## config.mk

```make
export PLATFORM = sky130hd
export DESIGN_NAME = limit_switch_motor_controller_flat
export DESIGN_NICKNAME = d
export VERILOG_FILES = /design/src/hdl/lsmc_pkg.sv /design/src/hdl/lsmc_if.sv /design/src/hdl/lsmc_tick_logic.sv /design/src/hdl/lsmc_result_reg.sv /design/src/hdl/limit_switch_motor_controller.sv /design/src/flat_wrapper.sv
export SDC_FILE = /design/constraint.sdc
export NUM_CORES = 1
export LEC_CHECK = 0
export BUFFER_PORTS_ARGS = -buffer_cell sky130_fd_sc_hd__buf_2
export CORE_UTILIZATION = 54
export CTS_CLUSTER_SIZE = 16
export DETAILED_ROUTE_END_ITERATION = 8
export GPL_TIMING_DRIVEN = 0
export PLACE_DENSITY = 0.75
export SLEW_MARGIN = 20
export SYNTH_ARGS = -nofsm -noshare
export SYNTH_HDL_FRONTEND = slang
export SYNTH_HIERARCHICAL = 1
export SYNTH_SLANG_ARGS = --single-unit
```

## constraint.sdc

```tcl
create_clock -name clk -period 5.1 [get_ports clk]
set_input_delay 0 -clock clk [delete_from_list [all_inputs] [get_ports clk]]
set_output_delay 0 -clock clk [all_outputs]
set_load 0.1 [all_outputs]
```

## src/hdl/lsmc_pkg.sv

```systemverilog
// ----------------------------------------------------------------------------
// lsmc_pkg
// Shared types and constants for the limit switch motor controller.
// ----------------------------------------------------------------------------
package lsmc_pkg;

    localparam int COUNT_WIDTH_DEF = 16;
    localparam int LIMIT_WIDTH     = 16;
    localparam logic [LIMIT_WIDTH-1:0] RUN_LIMIT_RESET = 16'd6000;

    typedef enum logic [1:0] {
        MODE_IDLE = 2'd0,
        MODE_FWD  = 2'd1,
        MODE_REV  = 2'd2
    } mode_t;

    typedef enum logic [2:0] {
        CAUSE_NONE    = 3'd0,
        CAUSE_CMD     = 3'd1,
        CAUSE_TOP     = 3'd2,
        CAUSE_BOTTOM  = 3'd3,
        CAUSE_TIMEOUT = 3'd4
    } cause_t;

    typedef enum logic [1:0] {
        REFUSE_NONE   = 2'd0,
        REFUSE_TOP    = 2'd1,
        REFUSE_BOTTOM = 2'd2
    } refuse_t;

    // control state carried from tick to tick (elapsed count kept apart)
    typedef struct packed {
        mode_t run_state;
        mode_t pending_request;
        logic  top_seen;
        logic  bottom_seen;
        logic  timing_on;
    } ctrl_state_t;

    typedef struct packed {
        logic    drive_a;
        logic    drive_b;
        mode_t   motor_mode;
        logic    top_active;
        logic    bottom_active;
        logic    indicator_led;
        cause_t  stop_cause;
        refuse_t refused;
        logic    status_update;
    } result_t;

endpackage

```

## src/hdl/lsmc_if.sv

```systemverilog
// ----------------------------------------------------------------------------
// lsmc_if
// Valid/ready channels for tick words and result words.
// ----------------------------------------------------------------------------
interface lsmc_tick_if;
    logic       valid;
    logic       ready;
    logic       top_switch;
    logic       bottom_switch;
    logic       cmd_valid;
    logic [1:0] cmd_dir;

    modport source (output valid, top_switch, bottom_switch, cmd_valid, cmd_dir,
                    input ready);
    modport sink (input valid, top_switch, bottom_switch, cmd_valid, cmd_dir,
                  output ready);
endinterface

interface lsmc_result_if;
    logic       valid;
    logic       ready;
    logic       drive_a;
    logic       drive_b;
    logic [1:0] motor_mode;
    logic       top_active;
    logic       bottom_active;
    logic       indicator_led;
    logic [2:0] stop_cause;
    logic [1:0] refused;
    logic       status_update;

    modport source (output valid, drive_a, drive_b, motor_mode, top_active,
                    bottom_active, indicator_led, stop_cause, refused,
                    status_update,
                    input ready);
    modport sink (input valid, drive_a, drive_b, motor_mode, top_active,
                  bottom_active, indicator_led, stop_cause, refused,
                  status_update,
                  output ready);
endinterface

```

## src/hdl/lsmc_tick_logic.sv

```systemverilog
// ----------------------------------------------------------------------------
// lsmc_tick_logic
// Next-state and result logic for one tick: command latch, switch edges,
// timeout, then action on the pending request.
// ----------------------------------------------------------------------------
module lsmc_tick_logic #(
    parameter int COUNT_WIDTH = lsmc_pkg::COUNT_WIDTH_DEF
) (
    input  lsmc_pkg::ctrl_state_t              state,
    input  logic [COUNT_WIDTH-1:0]             elapsed,
    input  logic [lsmc_pkg::LIMIT_WIDTH-1:0]   run_limit,
    input  logic                               top_switch,
    input  logic                               bottom_switch,
    input  logic                               cmd_valid,
    input  logic [1:0]                         cmd_dir,
    output lsmc_pkg::ctrl_state_t              state_next,
    output logic [COUNT_WIDTH-1:0]             elapsed_next,
    output lsmc_pkg::result_t                  result
);

    localparam int CMP_WIDTH = (COUNT_WIDTH > lsmc_pkg::LIMIT_WIDTH) ?
                               COUNT_WIDTH : lsmc_pkg::LIMIT_WIDTH;

    always_comb
    begin
        lsmc_pkg::ctrl_state_t   s;
        logic [COUNT_WIDTH-1:0]  el;
        lsmc_pkg::cause_t        cause;
        lsmc_pkg::refuse_t       refused;
        logic                    status;
        logic                    done;

        s       = state;
        el      = elapsed;
        cause   = lsmc_pkg::CAUSE_NONE;
        refused = lsmc_pkg::REFUSE_NONE;
        status  = 1'b0;
        done    = 1'b0;

        // code 3 is not a direction and leaves the request alone
        if (cmd_valid && (cmd_dir inside {lsmc_pkg::MODE_IDLE, lsmc_pkg::MODE_FWD,
                                          lsmc_pkg::MODE_REV}))
        begin
            s.pending_request = lsmc_pkg::mode_t'(cmd_dir);
        end

        if (top_switch != s.top_seen)
        begin
            s.top_seen = top_switch;
            status     = 1'b1;
            if (top_switch && s.run_state == lsmc_pkg::MODE_FWD)
            begin
                s.run_state       = lsmc_pkg::MODE_IDLE;
                s.pending_request = lsmc_pkg::MODE_IDLE;
                s.timing_on       = 1'b0;
                el                = '0;
                cause             = lsmc_pkg::CAUSE_TOP;
            end
        end

        if (bottom_switch != s.bottom_seen)
        begin
            s.bottom_seen = bottom_switch;
            status        = 1'b1;
            if (bottom_switch && s.run_state == lsmc_pkg::MODE_REV)
            begin
                s.run_state       = lsmc_pkg::MODE_IDLE;
                s.pending_request = lsmc_pkg::MODE_IDLE;
                s.timing_on       = 1'b0;
                el                = '0;
                cause             = lsmc_pkg::CAUSE_BOTTOM;
            end
        end

        if (s.timing_on && s.run_state != lsmc_pkg::MODE_IDLE)
        begin
            if (el != {COUNT_WIDTH{1'b1}})
            begin
                el = el + 1'b1;
            end
            if (CMP_WIDTH'(el) >= CMP_WIDTH'(run_limit))
            begin
                s.run_state       = lsmc_pkg::MODE_IDLE;
                s.pending_request = lsmc_pkg::MODE_IDLE;
                s.timing_on       = 1'b0;
                el                = '0;
                cause             = lsmc_pkg::CAUSE_TIMEOUT;
                status            = 1'b1;
                done              = 1'b1;
            end
        end

        if (!done && s.pending_request != s.run_state)
        begin
            status = 1'b1;
            if (s.pending_request == lsmc_pkg::MODE_FWD && s.top_seen)
            begin
                s.pending_request = lsmc_pkg::MODE_IDLE;
                refused           = lsmc_pkg::REFUSE_TOP;
            end
            else if (s.pending_request == lsmc_pkg::MODE_REV && s.bottom_seen)
            begin
                s.pending_request = lsmc_pkg::MODE_IDLE;
                refused           = lsmc_pkg::REFUSE_BOTTOM;
            end
            else
            begin
                s.run_state = s.pending_request;
                el          = '0;
                if (s.run_state == lsmc_pkg::MODE_IDLE)
                begin
                    s.timing_on = 1'b0;
                    cause       = lsmc_pkg::CAUSE_CMD;
                end
                else
                begin
                    s.timing_on = 1'b1;
                end
            end
        end

        state_next            = s;
        elapsed_next          = el;
        result.drive_a        = (s.run_state == lsmc_pkg::MODE_FWD);
        result.drive_b        = (s.run_state == lsmc_pkg::MODE_REV);
        result.motor_mode     = s.run_state;
        result.top_active     = s.top_seen;
        result.bottom_active  = s.bottom_seen;
        result.indicator_led  = top_switch | bottom_switch;
        result.stop_cause     = cause;
        result.refused        = refused;
        result.status_update  = status;
    end

endmodule

```

## src/hdl/lsmc_result_reg.sv

```systemverilog
// ----------------------------------------------------------------------------
// lsmc_result_reg
// Output register for result words; takes a new word whenever the held one
// leaves or none is held.
// ----------------------------------------------------------------------------
module lsmc_result_reg (
    input  logic               clk,
    input  logic               rst_n,
    input  logic               load,
    input  lsmc_pkg::result_t  load_data,
    output logic               can_load,
    lsmc_result_if.source      result
);

    logic              valid_reg;
    lsmc_pkg::result_t data_reg;

    assign can_load = !valid_reg || result.ready;

    always_ff @(posedge clk or negedge rst_n)
    begin
        if (!rst_n)
        begin
            valid_reg <= 1'b0;
        end
        else if (can_load)
        begin
            valid_reg <= load;
        end
    end

    always_ff @(posedge clk)
    begin
        if (load && can_load)
        begin
            data_reg <= load_data;
        end
    end

    assign result.valid         = valid_reg;
    assign result.drive_a       = data_reg.drive_a;
    assign result.drive_b       = data_reg.drive_b;
    assign result.motor_mode    = data_reg.motor_mode;
    assign result.top_active    = data_reg.top_active;
    assign result.bottom_active = data_reg.bottom_active;
    assign result.indicator_led = data_reg.indicator_led;
    assign result.stop_cause    = data_reg.stop_cause;
    assign result.refused       = data_reg.refused;
    assign result.status_update = data_reg.status_update;

endmodule

```

## src/hdl/limit_switch_motor_controller.sv

```systemverilog
// ----------------------------------------------------------------------------
// limit_switch_motor_controller
// H-bridge door motor control driven by millisecond tick words.
//
// Usage:
//   tick   : one word per millisecond tick with both switch samples and an
//            optional direction command.
//   result : one word per tick with the H-bridge drives, motor mode, switch
//            records, stop cause, refusal code and status flag.
//   run_limit_we / run_limit_data : write the run timeout in ticks; write
//            only while no tick is in flight.
// Results are registered: a word shows in the cycle after its tick is taken.
// Throughput is one tick per cycle while result is not stalled; the single state
// update per tick and the one-entry output register set that figure.
// When result is stalled the output register holds its word and tick.ready
// drops until it is taken; no state changes meanwhile.
// Reset leaves the motor idle, switch records clear, timer off and the run
// limit at 6000 ticks.
// ----------------------------------------------------------------------------
module limit_switch_motor_controller #(
    parameter int COUNT_WIDTH = lsmc_pkg::COUNT_WIDTH_DEF
) (
    input  logic                             clk,
    input  logic                             rst_n,
    lsmc_tick_if.sink                        tick,
    lsmc_result_if.source                    result,
    input  logic                             run_limit_we,
    input  logic [lsmc_pkg::LIMIT_WIDTH-1:0] run_limit_data
);

    lsmc_pkg::ctrl_state_t                state_reg;
    lsmc_pkg::ctrl_state_t                state_next;
    logic [COUNT_WIDTH-1:0]               elapsed_reg;
    logic [COUNT_WIDTH-1:0]               elapsed_next;
    logic [lsmc_pkg::LIMIT_WIDTH-1:0]     run_limit_reg;
    lsmc_pkg::result_t                    step_result;
    logic                                 can_load;
    logic                                 accept;

    assign tick.ready = can_load;
    assign accept     = tick.valid && can_load;

    lsmc_tick_logic #(
        .COUNT_WIDTH (COUNT_WIDTH)
    ) u_tick_logic (
        .state         (state_reg),
        .elapsed       (elapsed_reg),
        .run_limit     (run_limit_reg),
        .top_switch    (tick.top_switch),
        .bottom_switch (tick.bottom_switch),
        .cmd_valid     (tick.cmd_valid),
        .cmd_dir       (tick.cmd_dir),
        .state_next    (state_next),
        .elapsed_next  (elapsed_next),
        .result        (step_result)
    );

    lsmc_result_reg u_result_reg (
        .clk       (clk),
        .rst_n     (rst_n),
        .load      (tick.valid),
        .load_data (step_result),
        .can_load  (can_load),
        .result    (result)
    );

    always_ff @(posedge clk or negedge rst_n)
    begin
        if (!rst_n)
        begin
            state_reg.run_state       <= lsmc_pkg::MODE_IDLE;
            state_reg.pending_request <= lsmc_pkg::MODE_IDLE;
            state_reg.top_seen        <= 1'b0;
            state_reg.bottom_seen     <= 1'b0;
            state_reg.timing_on       <= 1'b0;
            elapsed_reg               <= '0;
        end
        else if (accept)
        begin
            state_reg   <= state_next;
            elapsed_reg <= elapsed_next;
        end
    end

    always_ff @(posedge clk or negedge rst_n)
    begin
        if (!rst_n)
        begin
            run_limit_reg <= lsmc_pkg::RUN_LIMIT_RESET;
        end
        else if (run_limit_we)
        begin
            run_limit_reg <= run_limit_data;
        end
    end

`ifndef SYNTHESIS
    // timer runs exactly while the motor runs
    assert property (@(posedge clk) disable iff (!rst_n)
        state_reg.timing_on == (state_reg.run_state != lsmc_pkg::MODE_IDLE))
        else $error("timer flag out of step with run state");

    assert property (@(posedge clk) disable iff (!rst_n)
        result.valid |-> !(result.drive_a && result.drive_b))
        else $error("both bridge inputs driven");

    assert property (@(posedge clk) disable iff (!rst_n)
        (result.valid && result.stop_cause != lsmc_pkg::CAUSE_NONE)
            |-> (result.motor_mode == lsmc_pkg::MODE_IDLE && result.status_update))
        else $error("stop reported with motor still running");

    assert property (@(posedge clk) disable iff (!rst_n)
        (result.valid && result.refused != lsmc_pkg::REFUSE_NONE)
            |-> result.status_update)
        else $error("refusal without status update");

    // an accepted tick always leaves a word in the output register
    assert property (@(posedge clk) disable iff (!rst_n)
        accept |=> result.valid)
        else $error("accepted tick produced no result word");
`endif

endmodule
```

## src/flat_wrapper.sv

```systemverilog
// flat-port wrapper written by rule: the top's interface ports become plain ports
module limit_switch_motor_controller_flat 
#(
    parameter int COUNT_WIDTH = lsmc_pkg::COUNT_WIDTH_DEF
)
  (clk, rst_n, run_limit_we, run_limit_data, tick_valid, tick_top_switch, tick_bottom_switch, tick_cmd_valid, tick_cmd_dir, tick_ready, result_valid, result_drive_a, result_drive_b, result_motor_mode, result_top_active, result_bottom_active, result_indicator_led, result_stop_cause, result_refused, result_status_update, result_ready);
  lsmc_tick_if tick_i ();
  lsmc_result_if result_i ();
  input  logic clk;
  input  logic rst_n;
  input  logic run_limit_we;
  input  logic [lsmc_pkg::LIMIT_WIDTH-1:0] run_limit_data;
  input wire logic [$bits(tick_i.valid)-1:0] tick_valid;
  input wire logic [$bits(tick_i.top_switch)-1:0] tick_top_switch;
  input wire logic [$bits(tick_i.bottom_switch)-1:0] tick_bottom_switch;
  input wire logic [$bits(tick_i.cmd_valid)-1:0] tick_cmd_valid;
  input wire logic [$bits(tick_i.cmd_dir)-1:0] tick_cmd_dir;
  output wire logic [$bits(tick_i.ready)-1:0] tick_ready;
  output wire logic [$bits(result_i.valid)-1:0] result_valid;
  output wire logic [$bits(result_i.drive_a)-1:0] result_drive_a;
  output wire logic [$bits(result_i.drive_b)-1:0] result_drive_b;
  output wire logic [$bits(result_i.motor_mode)-1:0] result_motor_mode;
  output wire logic [$bits(result_i.top_active)-1:0] result_top_active;
  output wire logic [$bits(result_i.bottom_active)-1:0] result_bottom_active;
  output wire logic [$bits(result_i.indicator_led)-1:0] result_indicator_led;
  output wire logic [$bits(result_i.stop_cause)-1:0] result_stop_cause;
  output wire logic [$bits(result_i.refused)-1:0] result_refused;
  output wire logic [$bits(result_i.status_update)-1:0] result_status_update;
  input wire logic [$bits(result_i.ready)-1:0] result_ready;
  assign tick_i.valid = tick_valid;
  assign tick_i.top_switch = tick_top_switch;
  assign tick_i.bottom_switch = tick_bottom_switch;
  assign tick_i.cmd_valid = tick_cmd_valid;
  assign tick_i.cmd_dir = tick_cmd_dir;
  assign tick_ready = tick_i.ready;
  assign result_valid = result_i.valid;
  assign result_drive_a = result_i.drive_a;
  assign result_drive_b = result_i.drive_b;
  assign result_motor_mode = result_i.motor_mode;
  assign result_top_active = result_i.top_active;
  assign result_bottom_active = result_i.bottom_active;
  assign result_indicator_led = result_i.indicator_led;
  assign result_stop_cause = result_i.stop_cause;
  assign result_refused = result_i.refused;
  assign result_status_update = result_i.status_update;
  assign result_i.ready = result_ready;
  limit_switch_motor_controller #(.COUNT_WIDTH(COUNT_WIDTH)) u_core (.clk(clk), .rst_n(rst_n), .tick(tick_i), .result(result_i), .run_limit_we(run_limit_we), .run_limit_data(run_limit_data));
endmodule
```

**Yosys cells after proc, flatten, opt, wreduce, memory -nomap -nowiden**

Cells that the tools add are included.

- Register bits after elaboration: 53
- Output and inout port bits: 15
- Logic and storage cells: 101

- Add/subtract/negate cells: 1
- Order comparisons: 1
- Eq/ne operators: 12
- Mux-type cells: 51
- Bitwise operators: 2
- Reductions and logical operators: 16

Operators with widths:

| cell | number |
|---|---|
| $mux W16 | 11 |
| $mux W3 | 8 |
| $mux W4 | 6 |
| $mux W2 | 9 |
| $add A16 B1 Y16 const B | 1 |
| $ge A16 B16 Y1 | 1 |
| $mux W1 | 16 |
| $ne A16 B16 Y1 const B | 1 |
| $eq A2 B1 Y1 const B | 4 |
| $eq A2 B2 Y1 const B | 4 |
| $logic_and A1 B1 Y1 | 8 |
| $mux W5 | 1 |
| $logic_not A2 Y1 | 2 |
| $reduce_bool A3 Y1 | 1 |
| $logic_not A1 Y1 | 2 |
| $ne A1 B1 Y1 | 2 |
| $ne A2 B2 Y1 | 1 |
| $reduce_bool A2 Y1 | 1 |
| $reduce_or A2 Y1 | 1 |
| $logic_or A1 B1 Y1 | 1 |
| $not A1 Y1 | 1 |
| $or A1 B1 Y1 | 1 |

**Longest topological paths before layout**

Gate-level depths: netlist of the first run.

- Depth in word-level cells: 22
- Mapped depth: 24
- Gate-level depth less buffers: 20

**By module**

The synthesis of the first run kept the hierarchy.

Modules (own cells, without submodules):

| module | times used | cells an instance | area an instance (um2) | sequential area each (um2) |
|---|---|---|---|---|
| lsmc_tick_logic | 1 | 285 | 1860.5 | 0.0 |
| limit_switch_motor_controller | 1 | 83 | 1587.8 | 984.7 |
| lsmc_result_reg | 1 | 17 | 444.2 | 415.4 |

**Worst setup path before layout of the first run**

Ideal clock, no wire load.

- Kind: reg-to-reg
- Start: reg u_core/state_reg[1] (netlist name)
- End: reg u_core.elapsed_reg[10]
- Arrival: 4830 ps
- Required time: 4975 ps
- Slack: 145 ps
- Stages on the path, launching flop included: 25
- Clock period less this slack: 4955 ps
- Cell sequence: dfrtp_1 inv_1 ha_1 nand4bb_1 o21a_1 buf_4 clkbuf_1 nand2_1 inv_1 ha_1 nand4_1 nor2_1 and3_1 clkbuf_1 nor4_1 or2_1 ha_1 a21oi_1 nor3_1 or3_4 a211oi_4 o211a_4 buf_4 a31oi_1 mux2_4

- Word-level cells in the longest chain between the ends: 13
- Elaborated cells on any way between the ends: 27
- Classes of those cells: add/sub: 1; order compare: 1; eq/ne: 5; mux: 14; reduce/logical: 6

Ends and longest elaborated chain:

| item | RTL line | RTL |
|---|---|---|
| from (decl) | limit_switch_motor_controller.sv:31 | `lsmc_pkg::ctrl_state_t state_reg;` |
| from (signal assigned) | limit_switch_motor_controller.sv:80 | `state_reg <= state_next;` |
| $ne A1 B1 Y1 | lsmc_tick_logic.sv:61 | `if (bottom_switch != s.bottom_seen)` |
| $mux W16 | lsmc_tick_logic.sv:61 |  |
| $add A16 B1 Y16 / $ne A16 B16 Y1 (equally long branches) | lsmc_tick_logic.sv:79, lsmc_tick_logic.sv:77 |  |
| $mux W16 | lsmc_tick_logic.sv:77 | `if (el != {COUNT_WIDTH{1'b1}})` |
| $mux W16 | lsmc_tick_logic.sv:75 | `if (s.timing_on && s.run_state != lsmc_pkg::MODE_IDLE)` |
| $ge A16 B16 Y1 | lsmc_tick_logic.sv:81 | `if (CMP_WIDTH'(el) >= CMP_WIDTH'(run_limit))` |
| $mux W4 | lsmc_tick_logic.sv:81 |  |
| $mux W4 | lsmc_tick_logic.sv:75 |  |
| $eq A2 B2 Y1 | lsmc_tick_logic.sv:101 | `else if (s.pending_request == lsmc_pkg::MODE_REV && s.bottom_seen)` |
| $logic_and A1 B1 Y1 | lsmc_tick_logic.sv:101 |  |
| $mux W16 | lsmc_tick_logic.sv:101 |  |
| $mux W16 | lsmc_tick_logic.sv:96 | `if (s.pending_request == lsmc_pkg::MODE_FWD && s.top_seen)` |
| $mux W16 (*) | lsmc_tick_logic.sv:93 | `if (!done && s.pending_request != s.run_state)` |
| net u_core.elapsed_next[10] | limit_switch_motor_controller.sv:34 | `logic [COUNT_WIDTH-1:0] elapsed_next;` |
| to (signal assigned) | limit_switch_motor_controller.sv:81 | `elapsed_reg <= elapsed_next;` |
| to (decl) | limit_switch_motor_controller.sv:33 | `logic [COUNT_WIDTH-1:0] elapsed_reg;` |

The timed path passes the listed nets; every way through them passes the cells marked *. The select of a mux whose other input is x is not followed.
A chain may end at the register's enable or synchronous reset.

**Worst setup path after layout of the first run**

- Start: reg u_core/state_reg[1] (netlist name)
- End: reg u_core.u_result_reg.data_reg (netlist bit u_core/u_result_reg/result.status_update) (data pin)

- Word-level cells in the longest chain between the ends: 10
- Elaborated cells on any way between the ends: 21
- Classes of those cells: add/sub: 1; order compare: 1; eq/ne: 3; mux: 12; reduce/logical: 4

Ends and longest elaborated chain:

| item | RTL line | RTL |
|---|---|---|
| $ne A1 B1 Y1 (*) | lsmc_tick_logic.sv:61 |  |
| $mux W16 | lsmc_tick_logic.sv:61 |  |
| $add A16 B1 Y16 / $ne A16 B16 Y1 (equally long branches) | lsmc_tick_logic.sv:79, lsmc_tick_logic.sv:77 |  |
| $mux W16 | lsmc_tick_logic.sv:77 |  |
| $mux W16 | lsmc_tick_logic.sv:75 |  |
| $ge A16 B16 Y1 | lsmc_tick_logic.sv:81 |  |
| $mux W4 / $mux W1 (equally long branches) | lsmc_tick_logic.sv:81 |  |
| $mux W4 / $mux W1 (equally long branches) | lsmc_tick_logic.sv:75 |  |
| $ne A2 B2 Y1 / $logic_not A1 Y1 (equally long branches) | lsmc_tick_logic.sv:93 |  |
| $logic_and A1 B1 Y1 | lsmc_tick_logic.sv:93 |  |
| to (signal assigned) | lsmc_result_reg.sv:36 | `data_reg <= load_data;` |
| to (decl) | lsmc_result_reg.sv:16 | `lsmc_pkg::result_t data_reg;` |

Mark *: on every way between the ends. The rest lies on a longest branch, timed or not. The select of a mux whose other input is x is not followed.

==> key figures, run 1 <==
Routing
  – Routed WL per cell: 16.4 um
  – # DRC: 0
  – Avg Vias per Cell: 6.00
  – Drt first pass iters: 5
  – Initial DRC count: 219
  – Antenna-violating nets left: 0
  – DR vias: 3376
  – Drt total wl: 9.24 mm

Synthesis
  – Post-synth top area cell: dfrtp_1
  – Leading post-synthesis cells by cell area: dfrtp_1 21%, mux2_4 12%, edfxtp_1 10%, ha_1 6.8%, dfstp_2 4.7%
  – Most common cell in the synthesized netlist: dfrtp_1
  – Mean post-synth cell area: 10.1 um2
  – Yosys warning count: 6
  – Post-synth top cells: 33 x dfrtp_1, 30 x mux2_4, 30 x nand2_1, 23 x nand3_1
  – Post-synth top area share: 21.2%
  – Syn Inst Count: 385
  – Post-synth EDFFs: 13
  – Post-synthesis cell type count: 64
  – Synth Register Bits: 53
  – Cell Area, Synth: 0.00389 mm2
  – Syn nets: 432
  – Top_reg_cell synth: dfrtp_1
  – Seq/Total Area, Yosys: 36.0%
  – Ys async rst share: 75.5%

Power and ir drop
  – Peak VDD IR: 172 uV
  – Clock share of power: 14.8%
  – Internal: 0.966 mW
  – Combinational share of power: 52.9%
  – Power Dens Cells: 366 mW/mm2
  – Total Power: 1.74 mW
  – Lkg Pwr: 2.07 nW
  – Net Sw Frac: 44.4%
  – Switch Pwr: 0.771 mW
  – Part of the power in registers: 32.3%

Clocking
  – CTS buffer count: 5
  – CTS root buf: clkbuf_8
  – CTS tree: yes
  – Clock slew at reported path FFs: 110 ps
  – Clk buf depth: 2
  – Clock latency on the worst-skew pair: 320 ps
  – CTS Sinks: 53
  – H-tree Lvls: 2

STA
  – Final setup viols: 0
  – Slew Viols, Final: 0
  – Slew HR: 38.8%
  – Clk_skew: 6.40 ps
  – Max frequency: 200 MHz
  – Hold WS: 46.3 ps
  – Final Cycle Share: 97.9%
  – Hold Vio Cnt, Final: 0
  – Min Tclk post-route: 4990 ps
  – Worst Tran Pin Value: 918 ps

Floorplan
  – Core area: 0.00687 mm2
  – DIE HEIGHT: 86.9 um
  – Initial core utilization: 56.7%
  – Die Wd: 86.9 um
  – Die Area: 0.00755 mm2
  – IO Pins: 41
  – Site Rows: 30

Final layout
  – Syn-to-layout area delta: 21.8%
  – Layout Cells excl Fill: 563
  – Share of layout cells above drive strength 1: 31.9%
  – Fin area: 0.00474 mm2
  – Final #Nets: 513
  – ANT cells: 0

Worst setup path
  – CP endpoint kind: flop
  – CP arrival: 5060 ps
  – Critical path class: reg -> reg
  – CP startpoint kind: flop
  – Crit path required time: 5170 ps
  – Crit-path max FO: 10

Run status
  – Status: finished clean

Place
  – RePlAce Congestion: 0.907
  – Post-DP HPWL: 6.19 mm
  – Port Buffers: 39
  – DP Area: 0.00421 mm2
  – # placed instances: 520

GRT
  – Pin count of the biggest net entering global routing: 41
  – Initial antenna violation count: 0
  – GRT Residual Overflow: 0
  – Vias in the first global route: 3146
  – First-pass GRT wire length: 14.8 mm
  – Tot GR Track Use: 25.2%

Min path
  – Hold WC Path Type: in -> reg

Flow run
  – Max Cap Viol: 0
stage by stage:
step | setup WS, ps | utilization (%) | TNS, ps
6_report | 108 | 69.0 | 0
5_1_grt | -9.55 | 69.0 | -9.55
4_1_cts | 0.249 | 67.4 | 0
3_5_place_dp | -887 | 61.3 | -20090
3_3_place_gp | -780 | 61.3 | -17110
2_1_floorplan | 145 | - | 0
final timing paths:
check,start,endpoint,cells past startpoint,slack [ps]
max,u_core/state_reg[1],u_core/u_result_reg/result.status_update,22,110
max reg2reg,u_core/state_reg[1],u_core/u_result_reg/result.status_update,22,110
min reg2reg,u_core/state_reg[4],u_core/state_reg[4],1,530
max in group asynchronous,rst_n,u_core/elapsed_reg[15],2,4160
min in group asynchronous,rst_n,u_core/run_limit_reg[11],2,380
min,tick_bottom_switch,u_core/u_result_reg/result.indicator_led,2,50
repair_timing:
item | 4_1_cts | 5_1_grt
hold buffers | 26 | 0
setup buffers | 5 | 5
setup endpoints to repair | 30 | 24
gates resized for setup | 8 | 13
hold endpoints to repair | 51 | 0
pin swaps | 2 | 5
cell type report:
class	instances	area, um2
Multi-Input combinational cell	288	2330
Clock inverter	3	26.3
Sequential cell	53	1400
Timing Repair Buffer	75	551
Buffer	21	165
Clock buffer	5	68.8
Fill cell	522	2130
Inverter	22	82.6
Tap cell	96	120
critical path, cell delays in order (launching register included):
cell and delay [ps]:
dfrtp_1 380, inv_1 50, ha_1 310, nand4bb_4 260
o21a_1 130, buf_4 160, clkbuf_4 200, and2_2 250
ha_4 200, nand4_1 140, nor2_4 70, and3_4 200
o311a_1 380, or2_1 260, ha_1 300, a21oi_1 140
nor3_1 70, or3_4 340, a211oi_4 190, buf_6 150
buf_6 100, nor2_4 60, or3_1 390
power groups by stage:
stage / Combinational [mW] / Clock [mW] / Sequential [mW]
6_report: 0.919 / 0.257 / 0.560
4_1_cts: 0.874 / 0.257 / 0.561
5_1_grt: 0.978 / 0.274 / 0.569
3_5_place_dp: 0.812 / 0 / 0.568
2_1_floorplan: 0.503 / 0 / 0.705
3_3_place_gp: 0.798 / 0 / 0.565
cells in the final DEF (no fill, tap or decap), types with 5 or more instances in the layout:
| cell | Yosys | final |
|---|---|---|
| mux2_4 | 30 | 31 |
| xnor2_1 | 5 | 5 |
| buf_2 | 3 | 42 |
| nor2_1 | 16 | 15 |
| nand4_1 | 14 | 14 |
| nand2b_1 | 10 | 10 |
| nand2_1 | 30 | 29 |
| dfstp_2 | 7 | 7 |
| nand3_1 | 23 | 23 |
| a31oi_1 | 11 | 11 |
| clkbuf_8 | 0 | 5 |
| and3_1 | 8 | 7 |
| edfxtp_1 | 13 | 13 |
| buf_4 | 7 | 14 |
| dlygate4sd3_1 | 0 | 26 |
| inv_1 | 21 | 21 |
| mux2_2 | 13 | 12 |
| buf_6 | 6 | 9 |
| nor4_1 | 5 | 5 |
| a21oi_1 | 17 | 17 |
| dfrtp_1 | 33 | 33 |
| o21ai_0 | 17 | 17 |
| ha_1 | 21 | 20 |
per-layer routing:
metal,global-route usage [%],vias to the layer above,share of wire (%)
li1,-,1573,-
met1,31.2,1620,42
met2,44.2,153,50
met3,3.70,30,6.2
met4,9.85,0,2.2
met5,0,-,0
logic make-up after synthesis:
kind of cell               synth area share, %
AOI/OAI and AO/OA                         13.4
xor gates and xnor gates                  2.02
adders and majority gates                 6.75
buffers and inverters                     6.17
DFF                                       36.0
muxes                                     15.3
and+or+nand+nor                           20.3
Power figures use the tool's default switching activity.
==> inputs of run 2 (changes only) <==
--- a/config.mk
+++ b/config.mk
@@ -6,11 +6,12 @@
 export NUM_CORES = 1
 export LEC_CHECK = 0
 export BUFFER_PORTS_ARGS = -buffer_cell sky130_fd_sc_hd__buf_2
-export CORE_UTILIZATION = 54
+export CAP_MARGIN = 30
+export CORE_UTILIZATION = 55
 export CTS_CLUSTER_SIZE = 16
 export DETAILED_ROUTE_END_ITERATION = 8
 export GPL_TIMING_DRIVEN = 0
-export PLACE_DENSITY = 0.75
+export PLACE_DENSITY = 0.73
 export SLEW_MARGIN = 20
 export SYNTH_ARGS = -nofsm -noshare
 export SYNTH_HDL_FRONTEND = slang
==> constraint.sdc (replaced) <==
create_clock -name clk -period 4.6 [get_ports clk]
set_input_delay 0 -clock clk [delete_from_list [all_inputs] [get_ports clk]]
set_output_delay 0 -clock clk [all_outputs]
set_load 0.1 [all_outputs]
==> key figures, run 2 (synthesis results as in run 1) <==
Worst setup path
  – Critical path class: reg -> reg (unchanged)
  – Reg2Reg Setup Slack: 130 ps (was 110 ps)
  – CP arrival: 4680 ps (was 5060 ps)
  – Worst Setup SP: u_core/state_reg[2] (was u_core/state_reg[1])
  – Reg2Reg Launch Point: u_core/state_reg[2] (was u_core/state_reg[1])
  – Top Family by Delay on Critical Path: simple AND/OR/NAND/NOR gates (unchanged)
  – Crit-path max FO: 8 (was 10)
  – CP endpoint kind: flop (unchanged)
  – Crit path cell chain: inv_1 -> ha_4 -> nand2b_4 -> o21a_1 -> buf_6 -> clkbuf_16 -> and2_4 -> ha_4 -> nand4_1 -> nor2_4 -> nand4_1 -> mux2_4 -> and2_4 -> ha_1 -> nand4_1 -> buf_4 -> a2111oi_4 -> a211oi_4 -> buf_6 -> buf_6 -> nor2_4 -> a21oi_1 -> buf_4 -> mux2_4 (was inv_1 -> ha_1 -> nand4bb_4 -> o21a_1 -> buf_4 -> clkbuf_4 -> and2_2 -> ha_4 -> nand4_1 -> nor2_4 -> and3_4 -> o311a_1 -> or2_1 -> ha_1 -> a21oi_1 -> nor3_1 -> or3_4 -> a211oi_4 -> buf_6 -> buf_6 -> nor2_4 -> or3_1)
  – FF-to-FF End: u_core/state_reg[6] (was u_core/u_result_reg/result.status_update)
  – WP buf/inv: 7 (was 5)
  – CP startpoint kind: flop (unchanged)
  – Worst Reg-to-Reg Cells: 24 (was 22)
  – Crit-path slowest cell: dfrtp_1 (was or3_1)
  – Crit path required time: 4810 ps (was 5170 ps)
  – Slowest stage delay, CP: 370 ps (was 390 ps)
  – Worst setup path endpoint: u_core/state_reg[6] (was u_core/u_result_reg/result.status_update)
  – Crit path depth: 24 (was 22)

Clocking
  – H-tree Lvls: 2 (unchanged)
  – CTS Sinks: 53 (unchanged)
  – CTS root buf: clkbuf_8 (unchanged)
  – Clock latency on the worst-skew pair: 310 ps (was 320 ps)
  – Clock slew at reported path FFs: 110 ps (about the same)
  – CTS buffer count: 5 (unchanged)
  – Clk buf depth: 2 (unchanged)
  – CTS tree: yes (unchanged)

Final layout
  – Final #Nets: 527 (was 513)
  – ANT cells: 0 (unchanged)
  – Fin area: 0.00498 mm2 (was 0.00474 mm2)
  – Share of layout cells above drive strength 1: 36.2% (was 31.9%)
  – Commonest non-fill, non-tap cell in the layout: buf_2 (unchanged)
  – Most frequent cells in the layout: 42 x buf_2, 33 x mux2_4, 33 x dfrtp_1 (was 42 x buf_2, 33 x dfrtp_1, 31 x mux2_4)
  – Syn-to-layout area delta: 27.8% (was 21.8%)

GRT
  – Initial antenna violation count: 0 (unchanged)
  – GRT Residual Overflow: 0 (unchanged)
  – Vias in the first global route: 3164 (was 3146)
  – Tot GR Track Use: 26.0% (was 25.2%)
  – Pin count of the biggest net entering global routing: 41 (unchanged)
  – First-pass GRT wire length: 15.0 mm (was 14.8 mm)

Routing
  – DR vias: 3384 (was 3376)
  – Avg Vias per Cell: 5.86 (was 6.00)
  – Antenna-violating nets left: 0 (unchanged)
  – Routed WL per cell: 16.6 um (was 16.4 um)
  – # DRC: 0 (unchanged)
  – Drt total wl: 9.59 mm (was 9.24 mm)
  – Drt first pass iters: 8 (was 5)
  – Initial DRC count: 276 (was 219)

STA
  – Final setup viols: 0 (unchanged)
  – Worst Tran Pin Value: 651 ps (was 918 ps)
  – RSZ-0062 raised after global routing: yes
  – Min Tclk post-route: 4470 ps (was 4990 ps)
  – Clk_skew: 10.5 ps (was 6.40 ps)
  – Max frequency: 224 MHz (was 200 MHz)
  – Slew Viols, Final: 0 (unchanged)
  – Slew HR: 56.5% (was 38.8%)
  – Hold Vio Cnt, Final: 0 (unchanged)
  – Setup TNS: 0 ps (unchanged)
  – Final worst slack: 130 ps (was 108 ps)
  – Final Cycle Share: 97.2% (was 97.9%)

Place
  – Port Buffers: 39 (unchanged)
  – DP Area: 0.00425 mm2 (was 0.00421 mm2)
  – Post-place setup slack: -689 ps (was -887 ps)
  – Post-DP HPWL: 6.11 mm (was 6.19 mm)
  – RePlAce Congestion: 0.904 (was 0.907)

Power and ir drop
  – Peak VDD IR: 171 uV (was 172 uV)
  – Clock share of power: 14.1% (was 14.8%)
  – Net Sw Frac: 43.9% (was 44.4%)
  – Part of the power in registers: 31.3% (was 32.3%)
  – Combinational share of power: 54.7% (was 52.9%)
  – Power Dens Cells: 401 mW/mm2 (was 366 mW/mm2)
  – Internal: 1.12 mW (was 0.966 mW)
  – Lkg Pwr: 2.17 nW (was 2.07 nW)
  – Switch Pwr: 0.875 mW (was 0.771 mW)

Floorplan
  – Die Wd: 86.1 um (was 86.9 um)
  – Site Rows: 30 (unchanged)
  – Initial core utilization: 57.0% (was 56.7%)
  – IO Pins: 41 (unchanged)
  – Die Area: 0.00742 mm2 (was 0.00755 mm2)
  – DIE HEIGHT: 86.1 um (was 86.9 um)
  – Core area: 0.00683 mm2 (was 0.00687 mm2)

Run status
  – Status: finished clean (unchanged)

Min path
  – Hold WC Path Type: in -> reg (unchanged)

Flow run
  – Max Cap Viol: 0 (unchanged)
## run 2: how the worst min path moves through the flow
stage / depth (start not counted) / start / slack [ps] / to
after CTS: 2 / tick_top_switch / 30 / u_core/u_result_reg/result.indicator_led
after global routing: 2 / tick_bottom_switch / 80 / u_core/u_result_reg/result.indicator_led
after floorplan: 0 / rst_n / -300 / u_core/elapsed_reg[0]
final: 2 / tick_bottom_switch / 70 / u_core/u_result_reg/result.indicator_led
after global placement: 1 / rst_n / 180 / u_core/run_limit_reg[13]
after detailed placement: 1 / rst_n / 190 / u_core/run_limit_reg[11]
## run 2: cell type report
class | instances | area, um2
buffer | 21 | 198
clock buffer | 5 | 68.8
inverter | 22 | 85.1
tap | 96 | 120
fill | 535 | 1860
multi-input combinational | 288 | 2420
clock inverter | 3 | 26.3
sequential | 53 | 1400
timing repair buffer | 89 | 657
## run 2: repair_timing
action	in CTS	in global routing
endpoints found under the hold margin	50	0
pin swaps	10	12
gates resized for setup	17	14
buffers inserted	13	11
setup endpoints to repair	30	27
hold buffers	25	0
## run 2: per-stage QoR
| stage | util, % | std cells | power [mW] | hold slack [ps] |
|---|---|---|---|---|
| floorplan | - | 385 | 1.36 | -296 |
| global placement | 62.2 | 520 | 1.54 | 177 |
| detailed placement | 62.2 | 520 | 1.56 | 189 |
| CTS | 70.3 | 565 | 1.94 | 32.5 |
| global route | 72.8 | 577 | 2.09 | 81.6 |
| finish | 72.8 | 577 | 1.99 | 74.8 |
## run 2: power groups by stage
stage | Clock (mW) | Sequential, mW | Combinational [mW]
global placement | 0 | 0.627 | 0.918
detailed placement | 0 | 0.630 | 0.928
global route | 0.298 | 0.633 | 1.16
CTS | 0.288 | 0.619 | 1.03
finish | 0.280 | 0.623 | 1.09
floorplan | 0 | 0.782 | 0.578
## run 2: worst reg2reg max path, cell delays in order, from the launching register on
cell and delay, ps:
dfrtp_1 370, inv_1 80, ha_4 270, nand2b_4 120, o21a_1 120, buf_6 110
clkbuf_16 130, and2_4 150, ha_4 140, nand4_1 120, nor2_4 230, nand4_1 150
mux2_4 330, and2_4 160, ha_1 260, nand4_1 150, buf_4 200, a2111oi_4 240
a211oi_4 110, buf_6 150, buf_6 110, nor2_4 190, a21oi_1 100, buf_4 140
mux2_4 260
## run 2: layer usage
layer	up-vias	part of all wire, %	global-route usage [%]	routed length, um
met3	26	5.9	3.95	564
met2	161	50	46.9	4790
met4	0	2.2	8.48	212
li1	1613	-	-	-
met1	1584	42	31.6	4020
met5	-	0	0	0
==> inputs of run 3 (changes only) <==
--- a/config.mk
+++ b/config.mk
@@ -10,7 +10,6 @@
 export CORE_UTILIZATION = 55
 export CTS_CLUSTER_SIZE = 16
 export DETAILED_ROUTE_END_ITERATION = 8
-export GPL_TIMING_DRIVEN = 0
 export PLACE_DENSITY = 0.73
 export SLEW_MARGIN = 20
 export SYNTH_ARGS = -nofsm -noshare
==> key figures, run 3 (synthesis results as in run 1) <==
Power and ir drop
  – Total Power: 1.82 mW (was 1.99 mW)
  – Power Dens Cells: 393 mW/mm2 (was 401 mW/mm2)
  – Lkg Pwr: 1.99 nW (was 2.17 nW)
  – Peak VDD IR: 177 uV (was 171 uV)

Worst setup path
  – CP startpoint kind: flop (unchanged)
  – Reg2Reg Setup Slack: 120 ps (was 130 ps)
  – Reg2Reg Launch Point: u_core/state_reg[1] (was u_core/state_reg[2])
  – Crit-path max FO: 10 (was 8)
  – Worst Reg-to-Reg Cells: 19 (was 24)
  – Worst Setup SP: u_core/state_reg[1] (was u_core/state_reg[2])
  – FF-to-FF End: u_core/u_result_reg/result.status_update (was u_core/state_reg[6])
  – Crit path required time: 4670 ps (was 4810 ps)
  – CP arrival: 4550 ps (was 4680 ps)
  – Critical path class: reg -> reg (unchanged)
  – CP endpoint kind: flop (unchanged)

Place
  – RePlAce Congestion: 0.896 (was 0.904)
  – Post-DP HPWL: 5.97 mm (was 6.11 mm)
  – Post-place setup slack: 50.5 ps (was -689 ps)
  – Port Buffers: 40 (was 39)
  – DP Area: 0.00414 mm2 (was 0.00425 mm2)

GRT
  – Tot GR Track Use: 23.8% (was 26.0%)
  – Pin count of the biggest net entering global routing: 41 (unchanged)
  – Initial antenna violation count: 0 (unchanged)
  – Vias in the first global route: 2991 (was 3164)
  – GRT Residual Overflow: 0 (unchanged)
  – First-pass GRT wire length: 13.8 mm (was 15.0 mm)

Floorplan
  – Core area: 0.00683 mm2 (unchanged)
  – IO Pins: 41 (unchanged)
  – DIE HEIGHT: 86.1 um (unchanged)
  – Site Rows: 30 (unchanged)
  – Die Area: 0.00742 mm2 (unchanged)
  – Initial core utilization: 57.0% (unchanged)
  – Die Wd: 86.1 um (unchanged)

Min path
  – Hold WC Path Type: in -> reg (unchanged)
  – Sink of the worst hold path: u_core/u_result_reg/result.indicator_led (unchanged)
  – Hold Path Cell Cnt: 2 (unchanged)
  – Worst hold start: tick_bottom_switch (unchanged)

Clocking
  – CTS root buf: clkbuf_8 (unchanged)
  – Clk buf depth: 2 (unchanged)
  – Clock slew at reported path FFs: 100 ps (was 110 ps)
  – CTS Sinks: 53 (unchanged)
  – H-tree Lvls: 2 (unchanged)
  – Clock latency on the worst-skew pair: 310 ps (about the same)
  – CTS tree: yes (unchanged)
  – CTS buffer count: 5 (unchanged)

Flow run
  – Max Cap Viol: 0 (unchanged)

Final layout
  – ANT cells: 0 (unchanged)
  – Reg area: 0.00140 mm2 (unchanged)
  – Final #Nets: 495 (was 527)
  – Syn-to-layout area delta: 19.3% (was 27.8%)
  – Most frequent cells in the layout: 40 x buf_2, 33 x dfrtp_1, 31 x mux2_4 (was 42 x buf_2, 33 x mux2_4, 33 x dfrtp_1)
  – Commonest non-fill, non-tap cell in the layout: buf_2 (unchanged)
  – FILL cells: 534 (was 535)
  – Share of layout cells above drive strength 1: 32.5% (was 36.2%)
  – Fin area: 0.00464 mm2 (was 0.00498 mm2)
  – Multi-input logic area: 0.00239 mm2 (was 0.00242 mm2)

STA
  – Clk_skew: 6.20 ps (was 10.5 ps)
  – Worst Tran Pin Value: 811 ps (was 651 ps)
  – Final worst slack: 119 ps (was 130 ps)
  – Setup TNS: 0 ps (unchanged)
  – Min Tclk post-route: 4480 ps (was 4470 ps)
  – Final setup viols: 0 (unchanged)
  – Slew HR: 45.8% (was 56.5%)
  – Hold WS: 53.9 ps (was 74.8 ps)
  – Max frequency: 223 MHz (was 224 MHz)
  – Hold Vio Cnt, Final: 0 (unchanged)
  – Slew Viols, Final: 0 (unchanged)
  – Final Cycle Share: 97.4% (was 97.2%)

Routing
  – Antenna-violating nets left: 0 (unchanged)
  – Drt total wl: 9.08 mm (was 9.59 mm)
  – Routed WL per cell: 16.7 um (was 16.6 um)
  – # DRC: 0 (unchanged)
  – DR vias: 3275 (was 3384)
  – Initial DRC count: 233 (was 276)
  – Drt first pass iters: 4 (was 8)
  – Avg Vias per Cell: 6.01 (was 5.86)

Run status
  – Status: finished clean (unchanged)
## run 3: changes by cell type in the layout (fill, tap and decap cells not counted), moves of 2 or more
cell	before	now
buf_4	25	12
buf_6	12	3
dlygate4sd3_1	25	20
clkbuf_1	3	0
clkinvlp_4	0	3
ha_1	16	19
ha_4	5	2
buf_2	42	40
clkinv_4	2	0
mux2_2	10	12
mux2_4	33	31
## run 3: worst max-delay path by stage
stage | endpoint | slack (ps)
6_report | u_core/u_result_reg/result.status_update | 120
5_1_grt | u_core/elapsed_reg[13] | -30
4_1_cts | u_core/elapsed_reg[13] | 10
3_5_place_dp | u_core/elapsed_reg[13] | 50
3_3_place_gp | u_core/elapsed_reg[13] | 210
2_1_floorplan | u_core/elapsed_reg[6] | 0.2
## run 3: cell type report
| type | count | area share (%) |
|---|---|---|
| tap | 96 | 2.59 |
| clock buffer | 5 | 1.48 |
| inverter | 22 | 1.78 |
| multi-input combinational | 289 | 51.5 |
| sequential | 53 | 30.1 |
| clock inverter | 3 | 0.485 |
| timing repair buffer | 77 | 12.0 |
## run 3: timing repair
action / in CTS / in global routing
gates resized for setup: 0 / 17
endpoints found under the hold margin: 51 / 0
setup endpoints to repair: 0 / 23
setup buffers: 0 / 7
hold buffers: 20 / 0
## run 3: power breakdown
part / internal (mW) / total [mW] / leakage [nW] / switching [mW]
registers: 0.574 / 0.627 / 0.625 / 0.0534
clock network: 0.107 / 0.263 / 0.0364 / 0.157
logic: 0.318 / 0.933 / 1.33 / 0.615
## run 3: metrics by stage
step                util, %  std cells
detailed placement     60.6        507
CTS                    64.9        535
global route           68.0        545
finish                 68.0        545
global placement       60.6        507
floorplan                 -        385
## run 3: per-layer routing
layer	track usage (%)	part of all wire, %	vias up
li1	-	-	1537
met1	30.4	41	1551
met2	39.9	48	148
met3	4.14	5.9	39
met4	10.2	4.3	0
met5	0	0	-
## run 3: worst max-delay path: stages, from the launching register on
cell	delay (ps)
dfrtp_1	390
inv_1	60
ha_1	310
nand4bb_4	220
o21a_4	160
and2_4	180
ha_4	170
nand4_1	140
nor2_4	90
and3_4	180
o311a_1	380
or2_4	280
ha_4	220
a21oi_1	120
nor3_1	50
or3_4	340
a211oi_4	320
buf_6	170
nor2_4	70
or3_1	380
